File: config.mk
export PLATFORM = sky130hd
export DESIGN_NAME = rational_arith_reduce_unit
export DESIGN_NICKNAME = d
export VERILOG_FILES = /design/src/rar_pkg.sv /design/src/rar_dpath.sv /design/src/rar_ctrl.sv /design/src/rational_arith_reduce_unit.sv
export SDC_FILE = /design/constraint.sdc
export NUM_CORES = 2
export LEC_CHECK = 0
export BUFFER_PORTS_ARGS = -buffer_cell sky130_fd_sc_hd__buf_2
export CAP_MARGIN = 10
export CORE_ASPECT_RATIO = 1.75
export CORE_MARGIN = 1.5
export CORE_UTILIZATION = 60
export DETAILED_ROUTE_END_ITERATION = 8
export GPL_TIMING_DRIVEN = 0
export PLACE_DENSITY = 0.78
export SLEW_MARGIN = 40
export SYNTH_ARGS = -nofsm -noshare
export SYNTH_HDL_FRONTEND = slang
export SYNTH_SLANG_ARGS = --single-unit
File: constraint.sdc
create_clock -name clock -period 11.1 [get_ports clock]
set_clock_uncertainty 0.2 [all_clocks]
set_input_delay 0.555 -clock clock [delete_from_list [all_inputs] [get_ports clock]]
set_output_delay 0.555 -clock clock [all_outputs]
set_load 0.02 [all_outputs]
File: src/rar_pkg.sv
// Shared types for the rational arithmetic reduce unit: request/response
// payloads, operation and status codes, controller-to-datapath command/status.
// No dependencies.
`default_nettype none

package rar_pkg;

   // Operation selector carried in each request
   typedef enum logic [1:0] {
      MODE_NORM = 2'd0,
      MODE_SUB  = 2'd1,
      MODE_MUL  = 2'd2,
      MODE_DIV  = 2'd3
   } mode_type;

   // Result status codes
   typedef enum logic [1:0] {
      STATUS_OK       = 2'd0,
      STATUS_DEN_ZERO = 2'd1,
      STATUS_DIV_ZERO = 2'd2
   } status_type;

   localparam int FIELD_W = 16;

   typedef logic signed [FIELD_W-1:0] field_type;
   typedef logic signed [32:0]        num_type;
   typedef logic [30:0]               den_type;

   typedef struct packed {
      mode_type  mode;
      field_type a_num;
      field_type a_den;
      field_type b_num;
      field_type b_den;
   } req_type;

   typedef struct packed {
      num_type    res_num;
      den_type    res_den;
      status_type status;
   } rsp_type;

   // Datapath operations issued by the controller
   typedef enum logic [3:0] {
      OP_NONE,
      OP_LOAD,
      OP_WB,
      OP_GCD_INIT,
      OP_GCD_STEP,
      OP_GCD_SHIFT,
      OP_DIV_INIT_NUM,
      OP_DIV_INIT_DEN,
      OP_DIV_STEP,
      OP_OUT
   } dp_op_type;

   // Operand pair fed to the shared multiplier
   typedef enum logic [2:0] {
      MUL_AN_BD,
      MUL_BN_AD,
      MUL_AD_BD,
      MUL_AN_BN,
      MUL_AD_BN
   } mul_sel_type;

   // Where a registered product (or operand copy) lands
   typedef enum logic [1:0] {
      WB_COPY,
      WB_RN,
      WB_RN_SUB,
      WB_RD
   } wb_sel_type;

   typedef struct packed {
      dp_op_type   op;
      mul_sel_type mul_sel;
      wb_sel_type  wb_sel;
      status_type  status;
   } dp_cmd_type;

   typedef struct packed {
      mode_type mode;
      logic     den_zero;
      logic     div_zero;
      logic     u_zero;
      logic     k_zero;
      logic     div_last;
   } dp_sts_type;

endpackage

`default_nettype wire

File: src/rar_dpath.sv
// Datapath of the rational arithmetic reduce unit: operand registers, shared
// multiplier, binary gcd, restoring divider and response register.
// Depends on rar_pkg.
`default_nettype none

module rar_dpath #(
   parameter int OPERAND_WIDTH = 16
) (
   input  wire logic                 clock,
   input  wire logic                 reset,
   input  wire rar_pkg::req_type     req_data,
   input  wire rar_pkg::dp_cmd_type  cmd,
   output rar_pkg::dp_sts_type       sts,
   output rar_pkg::rsp_type          rsp_data
);

   localparam int W  = OPERAND_WIDTH;
   localparam int OW = W + 1;          // operand after sign fix
   localparam int SW = 2 * W + 1;      // signed product / difference
   localparam int MW = 2 * W;          // magnitude
   localparam int KW = $clog2(MW + 1); // common power-of-two count
   localparam int CW = $clog2(MW);     // divider bit counter

   // Read a field as a W-bit two's complement value, one bit wider
   function automatic logic signed [OW-1:0] get_op(input rar_pkg::field_type f);
      logic [31:0] z;
      z = 32'(unsigned'(f));
      return {z[W-1], z[W-1:0]};
   endfunction

   rar_pkg::mode_type      mode_ff;
   logic signed [OW-1:0]   an_ff, ad_ff, bn_ff, bd_ff;
   logic signed [OW-1:0]   an_ld, ad_ld, bn_ld, bd_ld;
   logic signed [OW-1:0]   mul_x, mul_y;
   logic signed [2*OW-1:0] mul_full;
   logic signed [SW-1:0]   prod_ff;
   logic signed [SW-1:0]   rn_ff, rd_ff;
   logic signed [SW-1:0]   rn_abs, rd_abs;
   logic [MW-1:0]          u_ff, v_ff;
   logic [KW-1:0]          k_ff;
   logic                   neg_ff;
   logic [MW:0]            diff_uv, diff_vu;
   logic [MW-1:0]          rem_ff, quo_ff, qnum_ff;
   logic [CW-1:0]          cnt_ff;
   logic [MW:0]            div_sh;
   logic [MW+1:0]          div_trial;
   logic signed [MW:0]     num_s;
   rar_pkg::rsp_type       rsp_ff;

   // Operand capture with the denominator signs folded into the numerators
   always_comb begin
      an_ld = get_op(req_data.a_num);
      ad_ld = get_op(req_data.a_den);
      bn_ld = get_op(req_data.b_num);
      bd_ld = get_op(req_data.b_den);
      if (ad_ld[OW-1]) begin
         an_ld = -an_ld;
         ad_ld = -ad_ld;
      end
      if (bd_ld[OW-1]) begin
         bn_ld = -bn_ld;
         bd_ld = -bd_ld;
      end
   end

   // Shared multiplier, product registered every cycle
   always_comb begin
      case (cmd.mul_sel)
         rar_pkg::MUL_AN_BD: begin mul_x = an_ff; mul_y = bd_ff; end
         rar_pkg::MUL_BN_AD: begin mul_x = bn_ff; mul_y = ad_ff; end
         rar_pkg::MUL_AD_BD: begin mul_x = ad_ff; mul_y = bd_ff; end
         rar_pkg::MUL_AN_BN: begin mul_x = an_ff; mul_y = bn_ff; end
         rar_pkg::MUL_AD_BN: begin mul_x = ad_ff; mul_y = bn_ff; end
         default:            begin mul_x = an_ff; mul_y = bd_ff; end
      endcase
      mul_full = mul_x * mul_y;
   end

   // Magnitudes, gcd compares, divider trial subtract, signed numerator
   always_comb begin
      rn_abs    = rn_ff[SW-1] ? -rn_ff : rn_ff;
      rd_abs    = rd_ff[SW-1] ? -rd_ff : rd_ff;
      diff_uv   = {1'b0, u_ff} - {1'b0, v_ff};
      diff_vu   = {1'b0, v_ff} - {1'b0, u_ff};
      div_sh    = {rem_ff, quo_ff[MW-1]};
      div_trial = {1'b0, div_sh} - {2'b00, v_ff};
      num_s     = signed'({1'b0, qnum_ff});
      if (neg_ff) begin
         num_s = -num_s;
      end
   end

   always_ff @(posedge clock) begin
      prod_ff <= mul_full[SW-1:0];
      unique case (cmd.op)
         rar_pkg::OP_LOAD: begin
            mode_ff <= req_data.mode;
            an_ff   <= an_ld;
            ad_ff   <= ad_ld;
            bn_ff   <= bn_ld;
            bd_ff   <= bd_ld;
         end
         rar_pkg::OP_WB: begin
            unique case (cmd.wb_sel)
               rar_pkg::WB_COPY: begin
                  rn_ff <= SW'(an_ff);
                  rd_ff <= SW'(ad_ff);
               end
               rar_pkg::WB_RN:     rn_ff <= prod_ff;
               rar_pkg::WB_RN_SUB: rn_ff <= rn_ff - prod_ff;
               rar_pkg::WB_RD:     rd_ff <= prod_ff;
               default:            rd_ff <= prod_ff;
            endcase
         end
         rar_pkg::OP_GCD_INIT: begin
            u_ff   <= rn_abs[MW-1:0];
            v_ff   <= rd_abs[MW-1:0];
            neg_ff <= rn_ff[SW-1] ^ rd_ff[SW-1];
            k_ff   <= '0;
         end
         // One binary gcd step
         rar_pkg::OP_GCD_STEP: begin
            priority if (!u_ff[0] && !v_ff[0]) begin
               u_ff <= u_ff >> 1;
               v_ff <= v_ff >> 1;
               k_ff <= k_ff + KW'(1);
            end else if (!u_ff[0]) begin
               u_ff <= u_ff >> 1;
            end else if (!v_ff[0]) begin
               v_ff <= v_ff >> 1;
            end else if (!diff_uv[MW]) begin
               u_ff <= {1'b0, diff_uv[MW-1:1]};
            end else begin
               v_ff <= {1'b0, diff_vu[MW-1:1]};
            end
         end
         // Restore the common power of two, one bit a cycle
         rar_pkg::OP_GCD_SHIFT: begin
            v_ff <= v_ff << 1;
            k_ff <= k_ff - KW'(1);
         end
         rar_pkg::OP_DIV_INIT_NUM: begin
            quo_ff <= rn_abs[MW-1:0];
            rem_ff <= '0;
            cnt_ff <= '0;
         end
         rar_pkg::OP_DIV_INIT_DEN: begin
            qnum_ff <= quo_ff;
            quo_ff  <= rd_abs[MW-1:0];
            rem_ff  <= '0;
            cnt_ff  <= '0;
         end
         // Restoring division by the gcd, one quotient bit a cycle
         rar_pkg::OP_DIV_STEP: begin
            if (!div_trial[MW+1]) begin
               rem_ff <= div_trial[MW-1:0];
               quo_ff <= {quo_ff[MW-2:0], 1'b1};
            end else begin
               rem_ff <= div_sh[MW-1:0];
               quo_ff <= {quo_ff[MW-2:0], 1'b0};
            end
            cnt_ff <= cnt_ff + CW'(1);
         end
         rar_pkg::OP_OUT: begin
            if (cmd.status == rar_pkg::STATUS_OK) begin
               rsp_ff.res_num <= rar_pkg::num_type'(num_s);
               rsp_ff.res_den <= rar_pkg::den_type'(quo_ff);
            end else begin
               rsp_ff.res_num <= '0;
               rsp_ff.res_den <= '0;
            end
            rsp_ff.status <= cmd.status;
         end
         default: begin
         end
      endcase
   end

   // Status back to the controller
   always_comb begin
      sts.mode     = mode_ff;
      sts.den_zero = (ad_ff == '0) || ((mode_ff != rar_pkg::MODE_NORM) && (bd_ff == '0));
      sts.div_zero = (mode_ff == rar_pkg::MODE_DIV) && (bn_ff == '0);
      sts.u_zero   = (u_ff == '0);
      sts.k_zero   = (k_ff == '0);
      sts.div_last = (cnt_ff == CW'(MW - 1));
   end

   assign rsp_data = rsp_ff;

   // The gcd and divider never run against a zero divisor
   a_gcd_v_nonzero: assert property (@(posedge clock) disable iff (reset)
      cmd.op == rar_pkg::OP_GCD_STEP |-> v_ff != '0)
      else $error("gcd step with zero second operand");

   a_div_nonzero: assert property (@(posedge clock) disable iff (reset)
      cmd.op == rar_pkg::OP_DIV_STEP |-> v_ff != '0)
      else $error("divide step with zero divisor");

   a_den_positive: assert property (@(posedge clock) disable iff (reset)
      (cmd.op == rar_pkg::OP_OUT && cmd.status == rar_pkg::STATUS_OK)
      |=> rsp_ff.res_den != '0)
      else $error("ok result with zero denominator");

endmodule

`default_nettype wire

File: src/rar_ctrl.sv
// Controller of the rational arithmetic reduce unit: sequences load, checks,
// products, gcd and the two divisions, and owns the response valid.
// Depends on rar_pkg.
`default_nettype none

module rar_ctrl (
   input  wire logic                 clock,
   input  wire logic                 reset,
   input  wire logic                 req_valid,
   output logic                      req_ready,
   output logic                      rsp_valid,
   input  wire logic                 rsp_ready,
   input  wire rar_pkg::dp_sts_type  sts,
   output rar_pkg::dp_cmd_type       cmd
);

   typedef enum logic [10:0] {
      ST_IDLE     = 11'b000_0000_0001,
      ST_CHECK    = 11'b000_0000_0010,
      ST_ARITH    = 11'b000_0000_0100,
      ST_GCD_INIT = 11'b000_0000_1000,
      ST_GCD      = 11'b000_0001_0000,
      ST_GSHIFT   = 11'b000_0010_0000,
      ST_DINIT_N  = 11'b000_0100_0000,
      ST_DIV_N    = 11'b000_1000_0000,
      ST_DINIT_D  = 11'b001_0000_0000,
      ST_DIV_D    = 11'b010_0000_0000,
      ST_DONE     = 11'b100_0000_0000
   } state_type;

   state_type            state_ff, state_in;
   logic [1:0]           step_ff, step_in;
   rar_pkg::status_type  err_ff, err_in;
   logic                 rsp_valid_ff, rsp_valid_in;
   logic                 arith_last;

   always_comb begin
      state_in     = state_ff;
      step_in      = step_ff;
      err_in       = err_ff;
      rsp_valid_in = rsp_valid_ff;
      arith_last   = 1'b0;
      cmd.op       = rar_pkg::OP_NONE;
      cmd.mul_sel  = rar_pkg::MUL_AN_BD;
      cmd.wb_sel   = rar_pkg::WB_COPY;
      cmd.status   = err_ff;

      if (rsp_valid_ff && rsp_ready) begin
         rsp_valid_in = 1'b0;
      end

      unique case (state_ff)
         ST_IDLE: begin
            if (req_valid) begin
               cmd.op   = rar_pkg::OP_LOAD;
               state_in = ST_CHECK;
            end
         end
         // Zero denominator wins over division by zero
         ST_CHECK: begin
            step_in = 2'd0;
            priority if (sts.den_zero) begin
               err_in   = rar_pkg::STATUS_DEN_ZERO;
               state_in = ST_DONE;
            end else if (sts.div_zero) begin
               err_in   = rar_pkg::STATUS_DIV_ZERO;
               state_in = ST_DONE;
            end else begin
               err_in   = rar_pkg::STATUS_OK;
               state_in = ST_ARITH;
            end
         end
         // Product schedule: multiply in one step, write back in the next
         ST_ARITH: begin
            step_in = step_ff + 2'd1;
            unique case (sts.mode)
               rar_pkg::MODE_NORM: begin
                  cmd.op     = rar_pkg::OP_WB;
                  cmd.wb_sel = rar_pkg::WB_COPY;
                  arith_last = 1'b1;
               end
               rar_pkg::MODE_SUB: begin
                  case (step_ff)
                     2'd0: cmd.mul_sel = rar_pkg::MUL_AN_BD;
                     2'd1: begin
                        cmd.mul_sel = rar_pkg::MUL_BN_AD;
                        cmd.op      = rar_pkg::OP_WB;
                        cmd.wb_sel  = rar_pkg::WB_RN;
                     end
                     2'd2: begin
                        cmd.mul_sel = rar_pkg::MUL_AD_BD;
                        cmd.op      = rar_pkg::OP_WB;
                        cmd.wb_sel  = rar_pkg::WB_RN_SUB;
                     end
                     default: begin
                        cmd.op     = rar_pkg::OP_WB;
                        cmd.wb_sel = rar_pkg::WB_RD;
                        arith_last = 1'b1;
                     end
                  endcase
               end
               rar_pkg::MODE_MUL: begin
                  case (step_ff)
                     2'd0: cmd.mul_sel = rar_pkg::MUL_AN_BN;
                     2'd1: begin
                        cmd.mul_sel = rar_pkg::MUL_AD_BD;
                        cmd.op      = rar_pkg::OP_WB;
                        cmd.wb_sel  = rar_pkg::WB_RN;
                     end
                     default: begin
                        cmd.op     = rar_pkg::OP_WB;
                        cmd.wb_sel = rar_pkg::WB_RD;
                        arith_last = 1'b1;
                     end
                  endcase
               end
               default: begin
                  case (step_ff)
                     2'd0: cmd.mul_sel = rar_pkg::MUL_AN_BD;
                     2'd1: begin
                        cmd.mul_sel = rar_pkg::MUL_AD_BN;
                        cmd.op      = rar_pkg::OP_WB;
                        cmd.wb_sel  = rar_pkg::WB_RN;
                     end
                     default: begin
                        cmd.op     = rar_pkg::OP_WB;
                        cmd.wb_sel = rar_pkg::WB_RD;
                        arith_last = 1'b1;
                     end
                  endcase
               end
            endcase
            if (arith_last) begin
               state_in = ST_GCD_INIT;
            end
         end
         ST_GCD_INIT: begin
            cmd.op   = rar_pkg::OP_GCD_INIT;
            state_in = ST_GCD;
         end
         ST_GCD: begin
            if (sts.u_zero) begin
               state_in = ST_GSHIFT;
            end else begin
               cmd.op = rar_pkg::OP_GCD_STEP;
            end
         end
         ST_GSHIFT: begin
            if (sts.k_zero) begin
               state_in = ST_DINIT_N;
            end else begin
               cmd.op = rar_pkg::OP_GCD_SHIFT;
            end
         end
         ST_DINIT_N: begin
            cmd.op   = rar_pkg::OP_DIV_INIT_NUM;
            state_in = ST_DIV_N;
         end
         ST_DIV_N: begin
            cmd.op = rar_pkg::OP_DIV_STEP;
            if (sts.div_last) begin
               state_in = ST_DINIT_D;
            end
         end
         ST_DINIT_D: begin
            cmd.op   = rar_pkg::OP_DIV_INIT_DEN;
            state_in = ST_DIV_D;
         end
         ST_DIV_D: begin
            cmd.op = rar_pkg::OP_DIV_STEP;
            if (sts.div_last) begin
               state_in = ST_DONE;
            end
         end
         // Hand over once the response register is free
         ST_DONE: begin
            if (!rsp_valid_ff || rsp_ready) begin
               cmd.op       = rar_pkg::OP_OUT;
               rsp_valid_in = 1'b1;
               state_in     = ST_IDLE;
            end
         end
         default: begin
            state_in = ST_IDLE;
         end
      endcase
   end

   always_ff @(posedge clock) begin
      if (reset) begin
         state_ff     <= ST_IDLE;
         step_ff      <= 2'd0;
         err_ff       <= rar_pkg::STATUS_OK;
         rsp_valid_ff <= 1'b0;
      end else begin
         state_ff     <= state_in;
         step_ff      <= step_in;
         err_ff       <= err_in;
         rsp_valid_ff <= rsp_valid_in;
      end
   end

   assign req_ready = (state_ff == ST_IDLE);
   assign rsp_valid = rsp_valid_ff;

   a_state_onehot: assert property (@(posedge clock) disable iff (reset)
      $onehot(state_ff))
      else $error("controller state not one-hot");

   a_accept_to_check: assert property (@(posedge clock) disable iff (reset)
      req_valid && req_ready |=> state_ff == ST_CHECK)
      else $error("accepted request did not start the check");

   a_done_waits: assert property (@(posedge clock) disable iff (reset)
      state_ff == ST_DONE && rsp_valid_ff && !rsp_ready |=> state_ff == ST_DONE)
      else $error("result overwrote a response still pending");

endmodule

`default_nettype wire

File: src/rational_arith_reduce_unit.sv
// Rational arithmetic reduce unit: one request (mode, fraction a, fraction b)
// gives one response (numerator with sign, positive denominator, status) in
// lowest terms. Operands are read as OPERAND_WIDTH-bit two's complement. Works
// on one request at a time: after load and check, a shared multiplier forms
// the products, a binary gcd runs one subtract-and-shift step a cycle and
// then the restoring shifts, and one restoring divider forms each of the
// two quotients in turn. An error status skips the products, gcd and
// divisions. A finished response waits in its output register while the
// next request is taken.
// Depends on rar_pkg, rar_ctrl, rar_dpath.
`default_nettype none

module rational_arith_reduce_unit #(
   parameter int OPERAND_WIDTH = 16
) (
   input  wire logic              clock,
   input  wire logic              reset,
   input  wire logic              req_valid,
   output logic                   req_ready,
   input  wire rar_pkg::req_type  req_data,
   output logic                   rsp_valid,
   input  wire logic              rsp_ready,
   output rar_pkg::rsp_type       rsp_data
);

   rar_pkg::dp_cmd_type cmd;
   rar_pkg::dp_sts_type sts;

   rar_ctrl u_ctrl (
      .clock     (clock),
      .reset     (reset),
      .req_valid (req_valid),
      .req_ready (req_ready),
      .rsp_valid (rsp_valid),
      .rsp_ready (rsp_ready),
      .sts       (sts),
      .cmd       (cmd)
   );

   rar_dpath #(
      .OPERAND_WIDTH (OPERAND_WIDTH)
   ) u_dpath (
      .clock    (clock),
      .reset    (reset),
      .req_data (req_data),
      .cmd      (cmd),
      .sts      (sts),
      .rsp_data (rsp_data)
   );

endmodule

`default_nettype wire

# == Word-level counts from Yosys, hierarchy flattened ==
# Cells that the tools add are included.
# op_classes
n_addsub,15
n_mul,1
div,0
order_cmp,0
eq_ne,45
n_shift,0
n_mux,63
bitwise_logic,1
n_reduce_logical,40
# op_table
operator,n
$mux W32,12
$pmux W32 S3,2
$pmux W32 S2,2
$pmux W11 S11,1
$mux W11,9
$pmux W33 S3,1
$neg A16 Y17,4
$pmux W17 S2,2
$pmux W33 S2,1
$neg A32 Y32,2
$logic_not A17 Y1,3
$pmux W4 S9,1
$mux W17,2
$sub A33 B32 Y34,1
$mul A17 B17 Y33,1
$neg A32 Y33,1
$sub A32 B32 Y33,1
$sub A33 B33 Y33,1
$logic_not A32 Y1,1
$sub A32 B32 Y32,1
$mux W15,2
$pmux W2 S2,5
$pmux W6 S3,1
$eq A4 B3 Y1 const B,4
51 further kinds,104
# word_totals
register_bits,423
latchBits,0
ram_bits,0
rom_bits,0
in_bits,70
out_inout_bits,68
word_cells,193
mem_count,0

# == Longest topological paths before layout ==
# logic_depth
word_depth,8
depth_mapped,35
depth_no_buf,33

# == Modules after synthesis ==
# A second synthesis with hierarchy kept.
# hier_totals
cells_unflattened,3988
area_unflattened_um2,37896.3
# modules_own_cells
mod,instances,cells_per_inst,area_per_inst_um2,seq_area_each_um2
rar_dpath,1,3828,36668.9,11891.4
rar_ctrl,1,160,1227.4,320.3

# == Worst setup path after synthesis ==
# No wires, ideal clock.
# synth_path
kind,reg-to-reg
start,reg u_ctrl.state_ff[0]
end,reg u_dpath.prod_ff[32]
arrival_time_ns,8.231
required_ns,10.773
slack_ns,2.542
stages_incl_launch_ff,34
path_cell_list,dfxtp_1 > buf_6 > nor3_2 > nand3_2 > or3b_1 > buf_2 > nor2_2 > nor2_2 > clkbuf_1 > and2_1 > a221oi_1 > clkbuf_1 > nor2_1 > fa_1 > inv_1 > fa_1 > inv_1 > fa_1 > fa_1 > fa_1 > inv_1 > fa_1 > inv_1 > ha_1 > a21o_1 > a21o_1 > a21o_1 > or3_1 > a211oi_1 > o41ai_1 > a211o_1 > a2111oi_0 > o41ai_1 > xnor2_1
# synth_via
elab_chain_len,6
elab_cells_between_ends,11
cone_classes,1 x mul; 5 x eq/ne; 3 x mux; 2 x reduce/logical
# synth_rtl
element,line,text
from (decl),rar_ctrl.sv:31,"state_type state_ff, state_in;"
from (signal assigned),rar_ctrl.sv:196,state_ff <= state_in;
$eq A11 B3 Y1 (*),rar_ctrl.sv:52,unique case (state_ff)
$mux W5 (*),rar_ctrl.sv:52,
$eq A3 B2 Y1 / $eq A3 B3 Y1 (equally long branches),rar_dpath.sv:68,case (cmd.mul_sel)
$reduce_or A2 Y1 (no source line),--,
$pmux W17 S2,rar_dpath.sv:68,
$mul A17 B17 Y33 (*),rar_dpath.sv:76,mul_full = mul_x * mul_y;
via u_dpath.mul_full[32],rar_dpath.sv:35,logic signed [2*OW-1:0] mul_full;
to (signal assigned),rar_dpath.sv:94,prod_ff <= mul_full[SW-1:0];
to (decl),rar_dpath.sv:36,logic signed [SW-1:0] prod_ff;
# The timed path passes the listed nets; every way through them passes the cells marked *.
# A chain may end at the register's enable or synchronous reset.

# == Final worst setup path ==
# layout_path
start,reg u_ctrl.state_ff[6]
end,reg u_dpath.prod_ff[32]
# Same word-level chain as after synthesis.

==> reports/qor.yml <==
status: "completed"
drt_pass1_iterations: 6
finalWirelength_um: 127500
root_buffer: "clkbuf_16"
post_drt_via_cell_ratio: 6.202
syn_avg_cell_area_um2: 9.597
critPathKind: "flop to flop"
ant_nets: 0
cts_buffers: 42
final_layout_size_suffix_gt1_frac: 0.08833
rows: 121
cpMaxStageDelayCell: "a21oi_1"
synth_top_area_share: 0.2964
rsz0062_at_grt: "no"
antenna_found_initial: 4
crit_path_end_kind: "flop"
vias: 30950
synth_cell_types: 91
cts_setup_buffers: 0
tightestPinTransition_ns: 0.9113
start_util: 0.6075
synthToLayoutAreaGrowth_pct: 10.10
dp_slack_ns: -0.2060
globalplace.congestion: 1.024
r2r_start: "u_ctrl.state_ff[6]"
cp.required_ns: 11.41
maxCapViolations: 0
grt_util_all_layers: 0.4045
h-tree-depth: 2
cts_buffer_depth: 3
yosys-top-cells-area: "edfxtp_1, fa_1, ha_1"
synth_seq_cells: 423
clk_pin_slew_worst_paths_ns: 0.07
synth_cells: 3948
synth_edf_count: 374
grt_max_degree: 50
drtIter0Drc: 2045
min_path_type: "input pin to flop"
hp-start: "req_data[58]"
hold_violations: 0
synth-seq-area-share: 0.3223
synth_async_sr_flop_share: 0
wl_per_cell_um: 25.54
min_period_ns: 10.89
layout_setup_ws_ns: 0.2078
grt_pass1_wl_um: 190600
arrival_ns: 11.20
io_pins: 138
relSlewSlack: 0.3925
synth_ff_type: "edfxtp_1"
dieArea_mm2: 0.06473
yosys_warnings: 0
first_global_vias: 32980
die_width_um: 193.0
dpl.hpwl_um: 104500
grt_overflow: 0
slowest_delay_ns: 0.79
drv_slew: 0
coreArea_mm2: 0.06237
fmax_mhz: 91.81
fp.dieH_um: 335.4
clkSinkCount: 423
startpoint: "u_ctrl.state_ff[6]"
critPathLaunchType: "flop"
drc_errors: 0
syn-cell-area_mm2: 0.03789
clk_latency_ns: 0.62
cts_tree: "built"
cpMostUsedCell: "fa_1"
finalCritPeriodShare: 0.9813
nets: 4750
path_max_fanout: 10
synth_top_area_cell: "edfxtp_1"
finalSetupViolations: 0
io_buffer_count: 137
sequential cells by signal, summed over array words and instances (netlist names), 5 cells and up:
| signal | count |
|---|---|
| u_dpath.rsp_data | 66 |
| u_ctrl.state_ff | 11 |
| u_dpath.rd_ff | 33 |
| u_dpath.quo_ff | 32 |
| u_dpath.bd_ff | 17 |
| u_dpath.v_ff | 32 |
| u_dpath.bn_ff | 17 |
| u_dpath.prod_ff | 33 |
| u_dpath.u_ff | 32 |
| u_dpath.cnt_ff | 5 |
| u_dpath.rem_ff | 32 |
| u_dpath.k_ff | 6 |
| u_dpath.qnum_ff | 32 |
| u_dpath.rn_ff | 33 |
| u_dpath.ad_ff | 17 |
| u_dpath.an_ff | 17 |
cells in the mapped netlist (all sizes together), types with 7 or more instances:
master,number
a21boi,11
a211oi,19
or3,27
a221oi,30
o21ai,200
nor3,45
mux2i,72
nor3b,8
ha,230
a31oi,25
xnor2,179
nand2,322
buf,25
nand3,42
a21oi,184
o41ai,21
mux2,19
a21o,72
nand4,19
o21a,21
xor2,116
and2,74
dfxtp,49
nor4,31
or4,18
a221o,33
o21bai,25
a22oi,83
nor2b,43
a22o,9
o31ai,49
and3,16
fa,295
o211ai,7
nor2,389
edfxtp,374
inv,495
clkbuf,136
or2,21
nand2b,38
placed cells by master (no fill, tap or decap), drive strengths merged, types with 18 or more instances in the layout:
cell type and count:
inv 503, nor2 389, edfxtp 374, nand2 322
fa 295, ha 230, o21ai 200, a21oi 184
clkbuf 182, buf 181, xnor2 179, xor2 116
a22oi 83, and2 74, a21o 72, mux2i 72
dfxtp 49, o31ai 49, nor3 45, nor2b 43
nand3 42, nand2b 38, a221o 33, nor4 31
a221oi 30, or3 27, o21bai 25, a31oi 25
or2 21, o21a 21, o41ai 21, nand4 19
mux2 19, a211oi 19, or4 18
layer usage:
layer  vias to the layer above  routed length [um]  GRT usage
met5                         -                  27          0
li1                      14010                   -          -
met3                       679                7940    0.08110
met4                         4               17490     0.4481
met1                     14870               37000     0.3480
met2                      1394               65040     0.7211
worst paths after layout:
| path | to | cells after the start | slack, ns |
|---|---|---|---|
| setup / recovery | u_dpath.prod_ff[32] | 29 | 0.21 |
| hold reg to reg | u_dpath.qnum_ff[28] | 0 | 0.30 |
| hold / removal | u_dpath.an_ff[10] | 2 | 0.06 |
| setup reg to reg | u_dpath.prod_ff[32] | 29 | 0.21 |
stage by stage:
stage	instances	instance area, um2	util	hold WS [ns]	TNS, ns
after CTS	4989	41670	0.6681	0.04467	0
after floorplan	3949	37890	-	0.2415	0
after global routing	4990	41710	0.6688	0.06365	0
after detailed placement	4904	40130	0.6434	0.3214	-0.2207
after global placement	4885	39580	0.6345	0.2961	-0.3462
final	4991	41720	0.6688	0.05661	0
cells by family after synthesis:
| logic type | share of synthesized area |
|---|---|
| AO/OA/AOI/OAI | 0.1488 |
| multiplexers | 0.02467 |
| flip-flops | 0.3223 |
| buffers and inverters | 0.06618 |
| XOR/XNOR | 0.06819 |
| adder cells (fa/ha/maj) | 0.2318 |
| other | 0.00009897 |
| AND/OR/NAND/NOR | 0.1380 |
critical path, delay by kind of cell, from the launching register on:
kind,cells,cell delay [ns]
AND/OR/NAND/NOR,5,1.63
AO/OA/AOI/OAI,10,3.67
flip-flops,1,0.38
buffers and inverters,6,1.23
adder cells (fa/ha/maj),7,3.35
XOR/XNOR,1,0.28
cell type report:
type	count	area, um2
Antenna cell	3	7.507
Buffer	160	660.6
Clock buffer	47	1091
Clock inverter	31	371.6
Fill cell	5145	20660
Inverter	496	1862
Multi-Input combinational cell	2869	23490
Sequential cell	423	12210
Tap cell	799	999.7
Timing Repair Buffer	163	1020
what timing repair did:
item | in CTS | in global routing
hold buffers | 7 | 0
setup endpoints to repair | 2 | 2
hold endpoints to repair | 8 | 0
resized for setup | 3 | 7
Power is left out: the tool's default activity adds up to more than one toggle a clock period on the data nets, which glitch-free logic cannot reach.
